===== config.mk =====
export PLATFORM = sky130hd
export DESIGN_NAME = lphm_ctrl
export DESIGN_NICKNAME = d
export VERILOG_FILES = /design/src/rtl/core/lphm_pkg.sv /design/src/rtl/core/lphm_ctrl.sv
export SDC_FILE = /design/constraint.sdc
export NUM_CORES = 1
export LEC_CHECK = 0
export BUFFER_PORTS_ARGS = -buffer_cell sky130_fd_sc_hd__buf_2
export CORE_AREA = 2 2 39 41
export CTS_CLUSTER_DIAMETER = 50
export DETAILED_ROUTE_END_ITERATION = 8
export DIE_AREA = 0 0 41 43
export HOLD_SLACK_MARGIN = 0.12
export PLACE_DENSITY = 0.7
export SLEW_MARGIN = 20
export SYNTH_ARGS = -nofsm -noshare
export SYNTH_HDL_FRONTEND = slang
export SYNTH_SLANG_ARGS = --single-unit
export TNS_END_PERCENT = 50

===== constraint.sdc =====
create_clock -name clk -period 2.13 [get_ports clk]
set_clock_uncertainty 0.1 [all_clocks]
set_input_delay 0.3195 -clock clk [delete_from_list [all_inputs] [get_ports clk]]
set_output_delay 0.3195 -clock clk [all_outputs]
set_load 0.01 [all_outputs]

===== src/rtl/core/lphm_pkg.sv =====
`timescale 1ns / 1ps
package lphm_pkg;
	localparam logic [31:0] FNV_PRIME = 32'd16777619;
	localparam logic [31:0] FNV_BASIS = 32'd2166136261;
	localparam logic [1:0] MODE_INSERT = 2'd0;
	localparam logic [1:0] MODE_DELETE = 2'd1;

	// table size, a power of two so the home slot is the low hash bits
	// and the probe index wraps on its own width
	localparam int SLOTS = 64;

	// controller to datapath commands
	typedef struct packed {
		logic load;      // capture request
		logic hash_step; // one fnv byte
		logic set_home;  // probe index from hash
		logic rd;        // read slot at probe index
		logic adv;       // probe index plus one
		logic wr_new;    // write request into probe slot
		logic wr_val;    // update value at probe slot
		logic clr;       // clear used bit at gap
		logic mv;        // move probe slot to gap, gap moves
		logic gap_set;   // gap from probe index, slot freed
		logic cnt_inc;
		logic cnt_dec;
		logic res_hit;   // latch result found
		logic res_full;
	} lphm_cmd_t;

	// datapath status
	typedef struct packed {
		logic hash_done;
		logic used;      // registered read: slot used
		logic match;     // registered read: key match
		logic stays;     // moved entry's home lies in (gap, j]
		logic full;      // entry count at capacity
		logic wrapped;   // probe slot is the last unvisited one
	} lphm_sts_t;
endpackage


===== src/rtl/core/lphm_ctrl.sv =====
`timescale 1ns / 1ps
module lphm_ctrl (
	input  logic                clk,
	input  logic                arst_n,
	input  logic                in_valid,
	output logic                in_stall,
	output logic                out_valid,
	input  logic                out_stall,
	input  logic [1:0]          mode,
	input  lphm_pkg::lphm_sts_t sts,
	output lphm_pkg::lphm_cmd_t cmd
);
	typedef enum logic [3:0] {
		S_IDLE, S_HASH, S_HOME, S_READ, S_CHECK, S_DREAD, S_DCHECK, S_OUT
	} state_t;
	state_t state_q;

	assign in_stall = (state_q != S_IDLE);
	assign out_valid = (state_q == S_OUT);

	// command decode
	always_comb begin
		cmd = '0;
		unique case (state_q)
			S_IDLE: cmd.load = in_valid;
			S_HASH: cmd.hash_step = !sts.hash_done;
			S_HOME: cmd.set_home = 1'b1;
			S_READ: cmd.rd = 1'b1;
			S_CHECK: begin
				if (!sts.used) begin
					if (mode == lphm_pkg::MODE_INSERT) begin
						cmd.wr_new = 1'b1;
						cmd.cnt_inc = 1'b1;
					end
				end else if (sts.match) begin
					cmd.res_hit = 1'b1;
					if (mode == lphm_pkg::MODE_INSERT) cmd.wr_val = 1'b1;
					else if (mode == lphm_pkg::MODE_DELETE) begin
						cmd.gap_set = 1'b1;
						cmd.cnt_dec = 1'b1;
						cmd.adv = 1'b1;
					end
				end else if (sts.wrapped) begin
					// every slot visited with no hit and no free slot
					if (mode == lphm_pkg::MODE_INSERT) cmd.res_full = sts.full;
				end else begin
					cmd.adv = 1'b1;
				end
			end
			S_DREAD: cmd.rd = 1'b1;
			S_DCHECK: begin
				if (!sts.used) cmd.clr = 1'b1;
				else if (sts.stays) cmd.adv = 1'b1;
				else begin
					cmd.mv = 1'b1;
					cmd.adv = 1'b1;
				end
			end
			S_OUT: ;
			default: ;
		endcase
	end

	// sequencing
	always_ff @(posedge clk or negedge arst_n) begin
		if (!arst_n) state_q <= S_IDLE;
		else begin
			unique case (state_q)
				S_IDLE: if (in_valid) state_q <= S_HASH;
				S_HASH: if (sts.hash_done) state_q <= S_HOME;
				S_HOME: state_q <= S_READ;
				S_READ: state_q <= S_CHECK;
				S_CHECK: begin
					if (!sts.used) state_q <= S_OUT;
					else if (sts.match) begin
						if (mode == lphm_pkg::MODE_DELETE) state_q <= S_DREAD;
						else state_q <= S_OUT;
					end else if (sts.wrapped) state_q <= S_OUT;
					else state_q <= S_READ;
				end
				S_DREAD: state_q <= S_DCHECK;
				S_DCHECK: begin
					if (!sts.used) state_q <= S_OUT;
					else state_q <= S_DREAD;
				end
				S_OUT: if (!out_stall) state_q <= S_IDLE;
				default: state_q <= S_IDLE;
			endcase
		end
	end
endmodule


# After elaboration in Yosys (flattened, before gate mapping)
# Index checks and enable logic that the tools add are counted.
dict set report totals {
  reg_bits 4
  inputBits 12
  output_inout_bits 16
}
dict set report op_classes {
  n_eq_ne 11
  n_mux 37
  reduce_logical 6
}
# operator n
set ops {}
lappend ops {{case mux 4 bit (8 select lines)} 1}
lappend ops {{2-to-1 mux 1 bit} 22}
lappend ops {{2-to-1 mux 4 bit} 5}
lappend ops {{equality test 4 x 3 -> 1 bit (second input constant)} 4}
lappend ops {{2-to-1 mux 2 bit} 5}
lappend ops {{equality test 4 x 2 -> 1 bit (second input constant)} 2}
lappend ops {{2-to-1 mux 3 bit} 2}
lappend ops {{!= test 2 bit (second input constant)} 3}
lappend ops {{2-to-1 mux 5 bit} 1}
lappend ops {{equality test 4 x 1 -> 1 bit (second input constant)} 1}
lappend ops {{logical NOT 4 bit} 1}
lappend ops {{nonzero test 4 bit} 1}
lappend ops {{AND reduction 3 bit} 1}
lappend ops {{equality test 2 x 1 -> 1 bit (second input constant)} 1}
lappend ops {{logical NOT 2 bit} 1}
lappend ops {{case mux 1 bit (2 select lines)} 1}
lappend ops {{OR reduction 2 bit} 1}
lappend ops {{logical NOT 1 bit} 1}

# Logic depth before layout (Yosys ltp)
dict set report logic_depth {
  ltp_word 6
  depth_mapped 4
  ltp_nobuf 3
}

# Least setup slack after synthesis
# No wires, ideal clock.
dict set report synth_path {
  path_kind {reg2out}
  startpoint {register state_q[0]}
  endpoint {output cmd[8] (netlist bit)}
  arrival_time_ns 1.391
  required_time_ns 1.711
  slack_ns 0.319
  stages_incl_launch_ff 5
  n_path_buf 1
  path_cell_list {dfrtp_1 -> nand2b_1 -> or4_4 -> nor2_1 -> buf_4}
}
# element line
set synth_lines {}
lappend synth_lines {{start: declaration} lphm_ctrl.sv:16} ;# state_t state_q;
lappend synth_lines {{start signal: assignment} lphm_ctrl.sv:66} ;# if (!arst_n) state_q <= S_IDLE;
lappend synth_lines {{start signal: assignment} lphm_ctrl.sv:69} ;# S_IDLE: if (in_valid) state_q <= S_HASH;
lappend synth_lines {{start signal: assignment} lphm_ctrl.sv:70} ;# S_HASH: if (sts.hash_done) state_q <= S_HOME;
lappend synth_lines {{end: declaration} lphm_ctrl.sv:11} ;# output lphm_pkg::lphm_cmd_t cmd

==> flow_summary.toml <==
[outcome]
outcome = "finished clean"

[grt]
globalRouteMet3Util = 0.0314
globalRouteMet1Util = 0.136
gr-total-overflow = 0
grt_start_max_net_pins = 16
grt_pass1_vias = 384
global_route.usage.total = 0.117
grt_antenna_before_repair = 0
met2_grt_util = 0.184
grt_pass1_wl_mm = 1.43
globalRoute.busiestLayer = "met2"

[setup_path]
worst_setup_path_start_kind = "flip-flop"
path_max_fanout = 4
arrival_worst_endpoint_ns = 1.47
critical_path_max_stage_delay_ns = 0.44
worst-r2r-setup-slack_ns = 0.64
worst-setup-path-type = "flip-flop to primary output"
timing.critical_path.cells = "nand2b_1, or4_4, nor2_1, buf_2"
worst_path_max_delay_cell = "or4_4"
crit_required_ns = 1.71
crit_path_end_kind = "primary output"

[power]
power.ir.vdd_worst_uv = 544
leakagePower_nw = 0.283
powerDensity_nw_per_um2 = 1160

[timing]
period_share = 0.887
fmax_mhz = 529
report.final.setup_viol = 0
max_slew.worst_pin.slew_ns = 0.353
rsz0062_at_grt = "no"
finalWorstSetupSlack_ns = 0.240
hold_violations = 0
setup-tns-final_ns = 0
max-slew-margin-rel = 0.761
slew_viol_final = 0
period_needed_ns = 1.89

[finish]
area_delta_synth_final_pct = 50.5
largest_register_ff_count = 3
fillerInstances = 159
layout.nets = 94
multiInputGateArea_um2 = 251
post_layout_nonfiller_instances = 97
largest_reg_by_ff_count = "state_q"
reg_top3 = "state_q: 3 flops"
post-route-util = 0.396
area.sequential_um2 = 75.1
post_route_cells_drive_above_1_share = 0.444
num_antenna_cells = 0

[clock_network]
cts-hold-fix-buffers = 1
post-cts-setup-buffers = 0
clock_sinks = 3
cts_tree = "yes"
cts_root_buf = "clkbuf_4"
h-tree-depth = 1
worst_skew_pair.late_latency_ns = 0.23
cts.reportedPaths.clkPinSlew_ns = 0.04
postCtsResizedCells = 0
clock_tree.buffer_depth = 2
cts_made_buffers = 3

[min_path]
min_path_type = "primary input to flip-flop"

[route]
postRouteAntennaNets = 0
num_vias = 462
detail_route.iter0.violations = 9
wirelength_um = 943
via_density_per_instance = 4.76
number_of_detailed_route_iterations_in_the_first_pass = 3
drt-wirelength-per-cell_um = 9.72
drc_errors = 0

[yosys]
yosys.area.top_type_share = 0.206
yosysUniqueCellTypes = 28
ys.warnings.count = 0
postSynthAreaPerCell_um2 = 7.14
synth_seq_cells = 3
syn_area_um2 = 364
synth.top_cells.by_area = "dfrtp_1 (21%), nor2_1 (9.3%), nand4b_1 (4.8%), buf_2 (4.1%), nor3_1 (4.1%)"
seq_total_area_yosys = 0.206
cell_accounting_for_the_most_synthesized_area = "dfrtp_1"
syn-instance-count = 51
syn_nets = 63

[floorplan]
die_boundary_width_um = 41
design.core.area_um2 = 1380
initial_core_util = 0.263
placement_rows = 14
fp.dieH_um = 43
ports_placed_on_the_boundary = 28
die_area_um2 = 1760

[place]
io_buffers = 27
dp_hpwl_um = 739
gp_congestion = 0.701
dp.cells = 92
place_ws_ns = 0.477

[job]
cap_violations = 0
[path summary, 6_finish.rpt]
check,cells after the start,end,startpoint
max in group asynchronous,2,state_q[0],arst_n
hold reg to reg,1,state_q[0],state_q[1]
setup / recovery,4,cmd[8],state_q[0]
min in group asynchronous,2,state_q[1],arst_n
setup reg to reg,4,state_q[2],state_q[0]
hold / removal,3,state_q[2],out_stall
[where the power goes]
group | internal (mW) | switching, mW | total [mW]
clock network | 0.0701 | 0.0285 | 0.0987
logic | 0.191 | 0.229 | 0.420
registers | 0.0883 | 0.0272 | 0.115
[metrics by stage]
step | hold slack [ns] | cell area (µm²) | total power [mW]
2_1_floorplan | -0.0761 | 364 | 0.402
3_3_place_gp | 0.0164 | 512 | 0.528
3_5_place_dp | 0.0177 | 512 | 0.536
4_1_cts | 0.284 | 548 | 0.644
5_1_grt | 0.321 | 548 | 0.699
6_report | 0.292 | 548 | 0.634
[cell families (layout without fill, tap and decap cells)]
family                    Yosys count  count (layout)  synth area share
and+or+nand+nor                    30              30             0.478
AOI/OAI and AO/OA                   9               9             0.158
buffers and inverters               7              37             0.103
DFF                                 3               3             0.206
xor gates and xnor gates            1               1            0.0241
muxes                               1               1            0.0309
[routing by layer]
metal | vias up | routed length (µm)
met3 | 0 | 90
li1 | 243 | -
met2 | 19 | 434
met5 | - | 0
met4 | 0 | 0
met1 | 200 | 419
[area by class of cell]
type | instances | share of cell area
timing repair buffer | 31 | 0.306
tap | 16 | 0.0365
inverter | 2 | 0.0137
sequential | 3 | 0.137
multi-input combinational | 41 | 0.459
clock buffer | 4 | 0.0479
[Yosys cell counts]
master    n
o32ai_1   1
o21ai_0   2
xor2_1    1
mux2_2    1
buf_2     3
nor4b_1   1
or2_2     1
and2_1    1
nand3_1   1
nor2_1    9
nor3_1    3
nor3b_1   2
a211o_1   1
inv_1     2
a211oi_1  1
or2b_1    1
a21oi_1   2
nand2b_1  2
or3_1     1
nand3b_1  1
o22ai_1   1
or4b_1    1
nand2_1   3
nand4b_1  2
buf_4     2
dfrtp_1   3
a31oi_1   1
or4_4     1
[cells in the final DEF (no fill, tap or decap), types with 2 or more instances in the layout]
cell type  instances
a21oi_1            2
buf_2             27
buf_4              3
clkbuf_4           3
dfrtp_1            3
inv_1              2
nand2_1            3
nand2b_1           2
nand4b_1           2
nor2_1             9
nor3_1             3
nor3b_1            2
o21ai_0            2
[worst max-delay path, delay by kind of cell, from the launching register on]
family                 cells  cell delay (ns)
buffers and inverters      1             0.14
flip-flops                 1             0.36
AND/OR/NAND/NOR            3             0.75
Note: power is estimated with default switching activity, not from simulation.
